### config.mk
export PLATFORM = sky130hd
export DESIGN_NAME = at_response_parser_top_flat
export DESIGN_NICKNAME = d
export VERILOG_FILES = /design/src/rtl/arp_pkg.sv /design/src/rtl/arp_if.sv /design/src/rtl/at_response_parser_top.sv /design/src/flat_wrapper.sv
export SDC_FILE = /design/constraint.sdc
export NUM_CORES = 1
export LEC_CHECK = 0
export ABC_CLOCK_PERIOD_IN_PS = 3600
export CORE_AREA = 2 2 85 87
export CTS_BUF_LIST = sky130_fd_sc_hd__clkbuf_2
export DETAILED_ROUTE_END_ITERATION = 10
export DIE_AREA = 0 0 87 89
export DONT_BUFFER_PORTS = 1
export PLACE_DENSITY = 0.58
export SKIP_LAST_GASP = 1
export SLEW_MARGIN = 25
export SYNTH_ARGS = -nofsm -noshare
export SYNTH_HDL_FRONTEND = slang
export SYNTH_SLANG_ARGS = --single-unit
### constraint.sdc
create_clock -name clk_i -period 3.6 [get_ports clk_i]
set_clock_uncertainty 0.2 [all_clocks]
set_input_delay 0.54 -clock clk_i [delete_from_list [all_inputs] [get_ports clk_i]]
set_output_delay 0.54 -clock clk_i [all_outputs]
set_load 0.03 [all_outputs]
### src/rtl/arp_pkg.sv
`default_nettype none

package arp_pkg;

  // Storage limits of the info line buffer.
  localparam int unsigned MAX_LINES = 16;
  localparam int unsigned LINE_LEN  = 128;

  // Internal counter widths follow the limits.
  localparam int unsigned LC_W = $clog2(MAX_LINES + 1);
  localparam int unsigned CI_W = $clog2(LINE_LEN);

  // Fixed field widths of the channels.
  localparam int unsigned BYTE_W   = 8;
  localparam int unsigned STATUS_W = 2;
  localparam int unsigned LDONE_W  = 5;
  localparam int unsigned WLINE_W  = 4;
  localparam int unsigned WPOS_W   = 7;

  // Characters of the response grammar.
  localparam logic [BYTE_W-1:0] CH_CR    = 8'h0D;
  localparam logic [BYTE_W-1:0] CH_LF    = 8'h0A;
  localparam logic [BYTE_W-1:0] CH_PLUS  = 8'h2B;
  localparam logic [BYTE_W-1:0] CH_O     = 8'h4F;
  localparam logic [BYTE_W-1:0] CH_K     = 8'h4B;
  localparam logic [BYTE_W-1:0] CH_E     = 8'h45;
  localparam logic [BYTE_W-1:0] CH_R     = 8'h52;
  localparam logic [BYTE_W-1:0] CH_SPACE = 8'h20;
  localparam logic [BYTE_W-1:0] CH_TILDE = 8'h7E;

  typedef enum logic [4:0] {
    ST_IDLE    = 5'd0,
    ST_LF1     = 5'd1,
    ST_FIRST   = 5'd2,
    ST_OK_K    = 5'd3,
    ST_OK_CR   = 5'd4,
    ST_OK_LF   = 5'd5,
    ST_E_R1    = 5'd6,
    ST_E_R2    = 5'd7,
    ST_E_O     = 5'd8,
    ST_E_R3    = 5'd9,
    ST_E_CR    = 5'd10,
    ST_E_LF    = 5'd11,
    ST_INFO    = 5'd12,
    ST_INFO_LF = 5'd13,
    ST_AFTER   = 5'd14,
    ST_FIN_LF  = 5'd15,
    ST_FINAL   = 5'd16
  } parse_state_e;

  typedef enum logic [STATUS_W-1:0] {
    STAT_BUSY = 2'd0,
    STAT_DONE = 2'd1,
    STAT_ERR  = 2'd2
  } status_e;

  typedef struct packed {
    status_e             status;
    logic                final_ok;
    logic [LDONE_W-1:0]  lines_done;
    logic                char_write;
    logic                line_end;
    logic [WLINE_W-1:0]  write_line;
    logic [WPOS_W-1:0]   write_pos;
    logic [BYTE_W-1:0]   write_char;
  } result_t;

endpackage

`default_nettype wire

### src/rtl/arp_if.sv
`default_nettype none

// Received byte channel.
interface arp_rx_if;
  import arp_pkg::*;

  logic              valid;
  logic              ready;
  logic [BYTE_W-1:0] rx_byte;

  modport source (output valid, output rx_byte, input ready);
  modport sink (input valid, input rx_byte, output ready);
endinterface

// Per-byte parse result channel.
interface arp_res_if;
  import arp_pkg::*;

  logic                valid;
  logic                ready;
  logic [STATUS_W-1:0] status;
  logic                final_ok;
  logic [LDONE_W-1:0]  lines_done;
  logic                char_write;
  logic                line_end;
  logic [WLINE_W-1:0]  write_line;
  logic [WPOS_W-1:0]   write_pos;
  logic [BYTE_W-1:0]   write_char;

  modport source (
    output valid, input ready,
    output status, output final_ok, output lines_done, output char_write,
    output line_end, output write_line, output write_pos, output write_char
  );
  modport sink (
    input valid, output ready,
    input status, input final_ok, input lines_done, input char_write,
    input line_end, input write_line, input write_pos, input write_char
  );
endinterface

`default_nettype wire

### src/rtl/at_response_parser_top.sv
// AT modem response parser.
// rx_i (valid/ready) carries one received modem byte per transaction. res_o
// (valid/ready) returns exactly one result transaction per byte: status
// (busy, done, syntax error), the OK/ERROR verdict, the info line count and
// a store write (character or line terminator with line index and position).
// An accepted byte first enters the input register, then the parse logic updates
// the state and loads the result register, which drives res_o. Throughput is
// one byte per cycle while res_o does not stall.
// When res_o stalls, the result register holds and the input register holds
// one more byte; rx_i.ready drops only while both are full, so no transaction
// is lost or repeated.
// Reset clears the valid flags, the parse state, the line count and the
// character index; the parser then waits for the opening CR and ignores noise.
// After a complete response or a syntax error the parser returns to idle.
`default_nettype none

module at_response_parser_top (
  input  wire         clk_i,
  input  wire         rst_ni,
  arp_rx_if.sink      rx_i,
  arp_res_if.source   res_o
);
  import arp_pkg::*;

  // Input stage.
  logic              in_vld_q, in_vld_d;
  logic [BYTE_W-1:0] in_byte_q;

  // Parse state.
  parse_state_e      state_q, state_d;
  logic [LC_W-1:0]   line_q, line_d;
  logic [CI_W-1:0]   idx_q, idx_d;

  // Result stage.
  logic              out_vld_q, out_vld_d;
  result_t           res_q, res_d;

  logic              advance;
  logic              in_fire;
  logic              parse_fire;

  // Move the pipe whenever the result slot is free or being emptied.
  assign advance    = !out_vld_q || res_o.ready;
  assign rx_i.ready = !in_vld_q || advance;
  assign in_fire    = rx_i.valid && rx_i.ready;
  assign parse_fire = in_vld_q && advance;

  always_comb begin
    in_vld_d = in_vld_q;
    if (in_fire) begin
      in_vld_d = 1'b1;
    end else if (advance) begin
      in_vld_d = 1'b0;
    end
    out_vld_d = advance ? in_vld_q : out_vld_q;
  end

  always_ff @(posedge clk_i or negedge rst_ni) begin
    if (!rst_ni) begin
      in_vld_q  <= 1'b0;
      out_vld_q <= 1'b0;
    end else begin
      in_vld_q  <= in_vld_d;
      out_vld_q <= out_vld_d;
    end
  end

  // Payload registers: load only on a handshake, hold otherwise.
  always_ff @(posedge clk_i) begin
    if (in_fire) begin
      in_byte_q <= rx_i.rx_byte;
    end
    if (parse_fire) begin
      res_q <= res_d;
    end
  end

  // Parse state register; it advances once per byte leaving the input stage.
  always_ff @(posedge clk_i or negedge rst_ni) begin
    if (!rst_ni) begin
      state_q <= ST_IDLE;
      line_q  <= '0;
      idx_q   <= '0;
    end else if (parse_fire) begin
      state_q <= state_d;
      line_q  <= line_d;
      idx_q   <= idx_d;
    end
  end

  // Next state and the result of the byte in the input register.
  always_comb begin
    logic              err;
    logic              done;
    logic              printable;
    logic              line_room;
    logic              char_room;
    logic [BYTE_W-1:0] c;

    c         = in_byte_q;
    err       = 1'b0;
    done      = 1'b0;
    printable = (c >= CH_SPACE) && (c <= CH_TILDE);
    line_room = line_q < LC_W'(MAX_LINES);
    char_room = idx_q < CI_W'(LINE_LEN - 1);

    state_d = state_q;
    line_d  = line_q;
    idx_d   = idx_q;

    res_d            = '0;
    res_d.status     = STAT_BUSY;

    unique case (state_q)
      ST_LF1: begin
        if (c == CH_LF) state_d = ST_FIRST; else err = 1'b1;
      end
      ST_FIRST: begin
        if (c == CH_O) begin
          state_d = ST_OK_K;
        end else if (c == CH_E) begin
          state_d = ST_E_R1;
        end else if (c == CH_PLUS) begin
          state_d = ST_INFO;
        end else begin
          err = 1'b1;
        end
      end
      ST_OK_K: begin
        if (c == CH_K) state_d = ST_OK_CR; else err = 1'b1;
      end
      ST_OK_CR: begin
        if (c == CH_CR) state_d = ST_OK_LF; else err = 1'b1;
      end
      ST_OK_LF: begin
        if (c == CH_LF) begin
          done           = 1'b1;
          res_d.final_ok = 1'b1;
        end else begin
          err = 1'b1;
        end
      end
      ST_E_R1: begin
        if (c == CH_R) state_d = ST_E_R2; else err = 1'b1;
      end
      ST_E_R2: begin
        if (c == CH_R) state_d = ST_E_O; else err = 1'b1;
      end
      ST_E_O: begin
        if (c == CH_O) state_d = ST_E_R3; else err = 1'b1;
      end
      ST_E_R3: begin
        if (c == CH_R) state_d = ST_E_CR; else err = 1'b1;
      end
      ST_E_CR: begin
        if (c == CH_CR) state_d = ST_E_LF; else err = 1'b1;
      end
      ST_E_LF: begin
        if (c == CH_LF) done = 1'b1; else err = 1'b1;
      end
      ST_INFO: begin
        if (printable) begin
          // Drop characters past the line limit or from the last position of the line on.
          if (line_room && char_room) begin
            res_d.char_write = 1'b1;
            res_d.write_line = WLINE_W'(line_q);
            res_d.write_pos  = WPOS_W'(idx_q);
            res_d.write_char = c;
            idx_d            = idx_q + 1'b1;
          end
        end else if (c == CH_CR) begin
          if (line_room) begin
            res_d.line_end   = 1'b1;
            res_d.write_line = WLINE_W'(line_q);
            res_d.write_pos  = WPOS_W'(idx_q);
            idx_d            = '0;
            line_d           = line_q + 1'b1;
          end
          state_d = ST_INFO_LF;
        end else begin
          err = 1'b1;
        end
      end
      ST_INFO_LF: begin
        if (c == CH_LF) state_d = ST_AFTER; else err = 1'b1;
      end
      ST_AFTER: begin
        if (c == CH_PLUS) begin
          state_d = ST_INFO;
        end else if (c == CH_CR) begin
          state_d = ST_FIN_LF;
        end else begin
          err = 1'b1;
        end
      end
      ST_FIN_LF: begin
        if (c == CH_LF) state_d = ST_FINAL; else err = 1'b1;
      end
      ST_FINAL: begin
        if (c == CH_O) begin
          state_d = ST_OK_K;
        end else if (c == CH_E) begin
          state_d = ST_E_R1;
        end else begin
          err = 1'b1;
        end
      end
      default: begin
        // Idle and unused codes: wait for the opening CR, ignore noise.
        state_d = (c == CH_CR) ? ST_LF1 : ST_IDLE;
      end
    endcase

    if (err) begin
      res_d.status = STAT_ERR;
    end else if (done) begin
      res_d.status = STAT_DONE;
    end

    // Report the count including a line completed by this byte.
    res_d.lines_done = LDONE_W'(line_d);

    // Return to idle after a verdict or a syntax error.
    if (err || done) begin
      state_d = ST_IDLE;
      line_d  = '0;
      idx_d   = '0;
    end
  end

  assign res_o.valid      = out_vld_q;
  assign res_o.status     = res_q.status;
  assign res_o.final_ok   = res_q.final_ok;
  assign res_o.lines_done = res_q.lines_done;
  assign res_o.char_write = res_q.char_write;
  assign res_o.line_end   = res_q.line_end;
  assign res_o.write_line = res_q.write_line;
  assign res_o.write_pos  = res_q.write_pos;
  assign res_o.write_char = res_q.write_char;

`ifndef SYNTH
  // A verdict or a syntax error leaves the parser idle with cleared counters.
  a_idle_after_end: assert property (@(posedge clk_i) disable iff (!rst_ni)
    parse_fire && (res_d.status != STAT_BUSY) |=>
      (state_q == ST_IDLE) && (line_q == '0) && (idx_q == '0))
    else $error("parser not idle after end of response");

  // The stored line count never passes the line limit.
  a_line_limit: assert property (@(posedge clk_i) disable iff (!rst_ni)
    line_q <= LC_W'(MAX_LINES))
    else $error("line count beyond limit");

  // A store write only comes with a busy status, and a terminator carries no character.
  a_write_busy: assert property (@(posedge clk_i) disable iff (!rst_ni)
    out_vld_q && (res_q.char_write || res_q.line_end) |->
      (res_q.status == STAT_BUSY) && !(res_q.char_write && res_q.line_end))
    else $error("store write with wrong status");

  // A stalled result keeps the byte behind it in the input register.
  a_stall_hold: assert property (@(posedge clk_i) disable iff (!rst_ni)
    in_vld_q && !advance |=> in_vld_q && $stable(in_byte_q) && $stable(state_q))
    else $error("input stage lost a byte under stall");
`endif

endmodule

`default_nettype wire

### src/flat_wrapper.sv
// flat-port wrapper written by rule: the top's interface ports become plain ports
module at_response_parser_top_flat import arp_pkg::*;
  (clk_i, rst_ni, rx_i_valid, rx_i_rx_byte, rx_i_ready, res_o_valid, res_o_ready, res_o_status, res_o_final_ok, res_o_lines_done, res_o_char_write, res_o_line_end, res_o_write_line, res_o_write_pos, res_o_write_char);
  arp_rx_if rx_i_i ();
  arp_res_if res_o_i ();
  input  wire clk_i;
  input  wire rst_ni;
  input wire logic [$bits(rx_i_i.valid)-1:0] rx_i_valid;
  input wire logic [$bits(rx_i_i.rx_byte)-1:0] rx_i_rx_byte;
  output wire logic [$bits(rx_i_i.ready)-1:0] rx_i_ready;
  output wire logic [$bits(res_o_i.valid)-1:0] res_o_valid;
  input wire logic [$bits(res_o_i.ready)-1:0] res_o_ready;
  output wire logic [$bits(res_o_i.status)-1:0] res_o_status;
  output wire logic [$bits(res_o_i.final_ok)-1:0] res_o_final_ok;
  output wire logic [$bits(res_o_i.lines_done)-1:0] res_o_lines_done;
  output wire logic [$bits(res_o_i.char_write)-1:0] res_o_char_write;
  output wire logic [$bits(res_o_i.line_end)-1:0] res_o_line_end;
  output wire logic [$bits(res_o_i.write_line)-1:0] res_o_write_line;
  output wire logic [$bits(res_o_i.write_pos)-1:0] res_o_write_pos;
  output wire logic [$bits(res_o_i.write_char)-1:0] res_o_write_char;
  assign rx_i_i.valid = rx_i_valid;
  assign rx_i_i.rx_byte = rx_i_rx_byte;
  assign rx_i_ready = rx_i_i.ready;
  assign res_o_valid = res_o_i.valid;
  assign res_o_i.ready = res_o_ready;
  assign res_o_status = res_o_i.status;
  assign res_o_final_ok = res_o_i.final_ok;
  assign res_o_lines_done = res_o_i.lines_done;
  assign res_o_char_write = res_o_i.char_write;
  assign res_o_line_end = res_o_i.line_end;
  assign res_o_write_line = res_o_i.write_line;
  assign res_o_write_pos = res_o_i.write_pos;
  assign res_o_write_char = res_o_i.write_char;
  at_response_parser_top u_core (.clk_i(clk_i), .rst_ni(rst_ni), .rx_i(rx_i_i), .res_o(res_o_i));
endmodule
==> reports/metrics.cfg <==
[run_status]
status=completed

[cells_and_area]
final_cell_mix=37 x edfxtp_1, 34 x nand2_1, 19 x dfrtp_1, 17 x nor2_1
syn_to_final_growth_pct=8.09
final.fill_count=607
layout_commonest_cell=edfxtp_1
layout.nets=309
antenna_cells=0
layout-drive-gt1-share=0.105

[grt]
grtUsageMet3=0.0342
grt_max_degree=24
grt_usage=0.175
antenna_found_initial=0
grt_pass1_vias=2106
grt.busiest_layer=met2
met2_usage=0.285
met1_usage=0.227
overflow=0
grt_pass1_wl_mm=10.5

[clock_tree]
clockRootBuffer=clkbuf_2
insertion_delay_ns=0.47
h-tree-depth=2
cts-buffers-inserted=5
cts_num_sinks=56
clk_path_buf_depth=2
cts_tree=done
path_clk_slew_ns=0.30
cts_setup_buffers=0

[floorplan]
initial_core_util=0.444
die_w_um=87
die_y_um=89
dieArea_um2=7740
std_cell_rows=30
num_io_pins=43
coreArea_um2=6720

[critical_path]
endpoint_kind=register
reg2reg_setup_slack_ns=0.77
arrival_ns=3.04
worst-path-max-fanout=12
crit_slowest_cell=or4_4
cp.required_ns=3.82
cp_cell_sequence=or3b_2, a211oi_1, or4b_2, o311ai_0, or4_4, o31ai_1
crit_type=register to register
startpoint_type=register
worst_path_largest_cell_delay_ns=0.71

[worst_hold_path]
hp-class=input pin to register

[route]
postRouteAntennaNets=0
drtIter0Drc=72
avgViaCountPerCell=5.91
wl_mm=6.24
num_vias=2215
drc=0
wire_per_inst_um=16.6
firstDrtPassIters=4

[yosys]
async_flop_share=0.339
syn_inst=287
yosys_warnings=0
synth_edf_count=37
ys_ff_latch=56
ys_seq_area_frac=0.531
syn-cell-area_um2=2990
synth_cell_types=62
syn-num-nets=302
synth_top_area_cell=edfxtp_1
yosys_most_used_dff=edfxtp_1
syn_area_per_cell_um2=10.4
synth_area_leaders=edfxtp_1 37%, dfrtp_1 16%, nand2_1 4.3%, nor2b_1 2.7%, nor2_1 2.1%
synth.top_cell.area_share=0.372

[sta]
final.period_utilization=0.785
fin_crit_ns=2.83
finalWorstSetupSlack_ns=0.774
slew_violations=0
setup_violations=0
worst_slew_pin_slew_ns=0.684
rsz0062_at_grt=false
setup-tns-final_ns=0
fmax_ghz=0.354
slew_headroom=0.541
final-hold-violation-count=0

[place]
dp_slack_ns=0.767
dp_hpwl_mm=4.41
place.gp.congestion=0.939
portBuffers=0

[power]
power_leakage_nw=1.19
powerDensity_nw_per_um2=517
peakVddDrop_mv=0.249

[flow_run]
cap_violations=0

repair_timing:
action                                 4_1_cts  5_1_grt
resized for setup                            0        0
setup endpoints to repair                    0        0
endpoints found under the hold margin       28       19
hold buffers                                10        1
critical path: cells and delay by family, from the launching register on:
family / cells / cell delay (ns)
flip-flops: 1 / 0.60
AND/OR/NAND/NOR: 3 / 1.35
AO/OA/AOI/OAI: 3 / 0.65
layer usage:
metal  vias to the layer above  share of wire
met2                        77           0.48
li1                       1070              -
met4                         0          0.022
met5                         -              0
met1                      1050           0.44
met3                        18          0.055
sequential cells by signal (all words and copies together), names as in the netlist, 2 cells and up:
name / flops
u_core.idx_q: 7
u_core.line_q: 5
u_core.res_o.lines_done: 5
u_core.res_o.write_char: 8
u_core.res_o.write_line: 4
u_core.res_o.write_pos: 7
u_core.in_byte_q: 8
u_core.res_o.status: 2
u_core.state_q: 5
path summary, 6_finish.rpt:
check / from / cells after the start / endpoint
max: u_core.in_byte_q[6] / 6 / u_core.line_q[2]
min: res_o_ready / 2 / u_core.res_o.valid
max reg2reg: u_core.in_byte_q[6] / 6 / u_core.line_q[2]
min reg2reg: u_core.in_vld_q / 1 / u_core.res_o.valid
max in group asynchronous: rst_ni / 2 / u_core.res_o.valid
min in group asynchronous: rst_ni / 2 / u_core.line_q[0]
final cells by class:
cell class	count	area (um^2)	share of cell area
clock inverter	3	46.3	0.0143
timing repair buffer	16	143	0.0442
multi-input combinational	202	1280	0.396
inverter	13	48.8	0.0151
sequential	56	1590	0.492
clock buffer	5	25.0	0.00775
tap	80	100	0.0310
where the power goes:
group	internal (mW)	total [mW]	switching, mW
combinational	0.176	0.421	0.245
sequential	0.768	0.914	0.146
clock	0.122	0.331	0.210
total	1.07	1.67	0.601
synth_stat cells, types with 2 or more instances:
cell,count
and3_1,5
nor2b_1,13
o21ai_1,7
dfrtp_1,19
and4_1,3
nand3_1,8
mux2_2,3
buf_2,4
a22oi_2,2
or3_1,2
a31oi_1,3
clkbuf_1,11
a21oi_1,4
edfxtp_1,37
nand2b_1,6
o41ai_1,3
o31ai_1,4
nand3b_1,6
nor4_1,3
ha_1,3
nor3_1,8
a211oi_1,2
xnor2_1,2
inv_1,13
nand4_1,5
o31a_1,2
nand2_1,34
o22ai_1,4
and2_1,9
or2_2,3
nor2_1,17
o21ai_0,12
cell families (layout without fill, tap and decap cells):
| family | count (synthesis) | count (layout) | synth area share |
|---|---|---|---|
| AND/OR/NAND/NOR | 132 | 132 | 0.243 |
| AO/OA/AOI/OAI | 59 | 59 | 0.148 |
| flip-flops | 56 | 56 | 0.531 |
| buffers and inverters | 29 | 37 | 0.0407 |
| multiplexers | 4 | 4 | 0.0147 |
| adder cells (fa/ha/maj) | 3 | 3 | 0.0126 |
| XOR/XNOR | 3 | 3 | 0.00880 |
| other | 1 | 1 | 0.00126 |
per-stage QoR:
stage                     power (mW)  cells  area (um^2)   util  hold WS, ns
after global placement          1.33    356         3050  0.454       0.0452
after detailed placement        1.33    356         3050  0.454       0.0452
after CTS                       1.67    374         3220  0.480       0.0345
after floorplan                 1.25    287         2990      -       0.0444
final                           1.67    375         3230  0.480       0.0521
after global routing            1.76    375         3230  0.480       0.0406
Note: power is estimated with default switching activity, not from simulation.
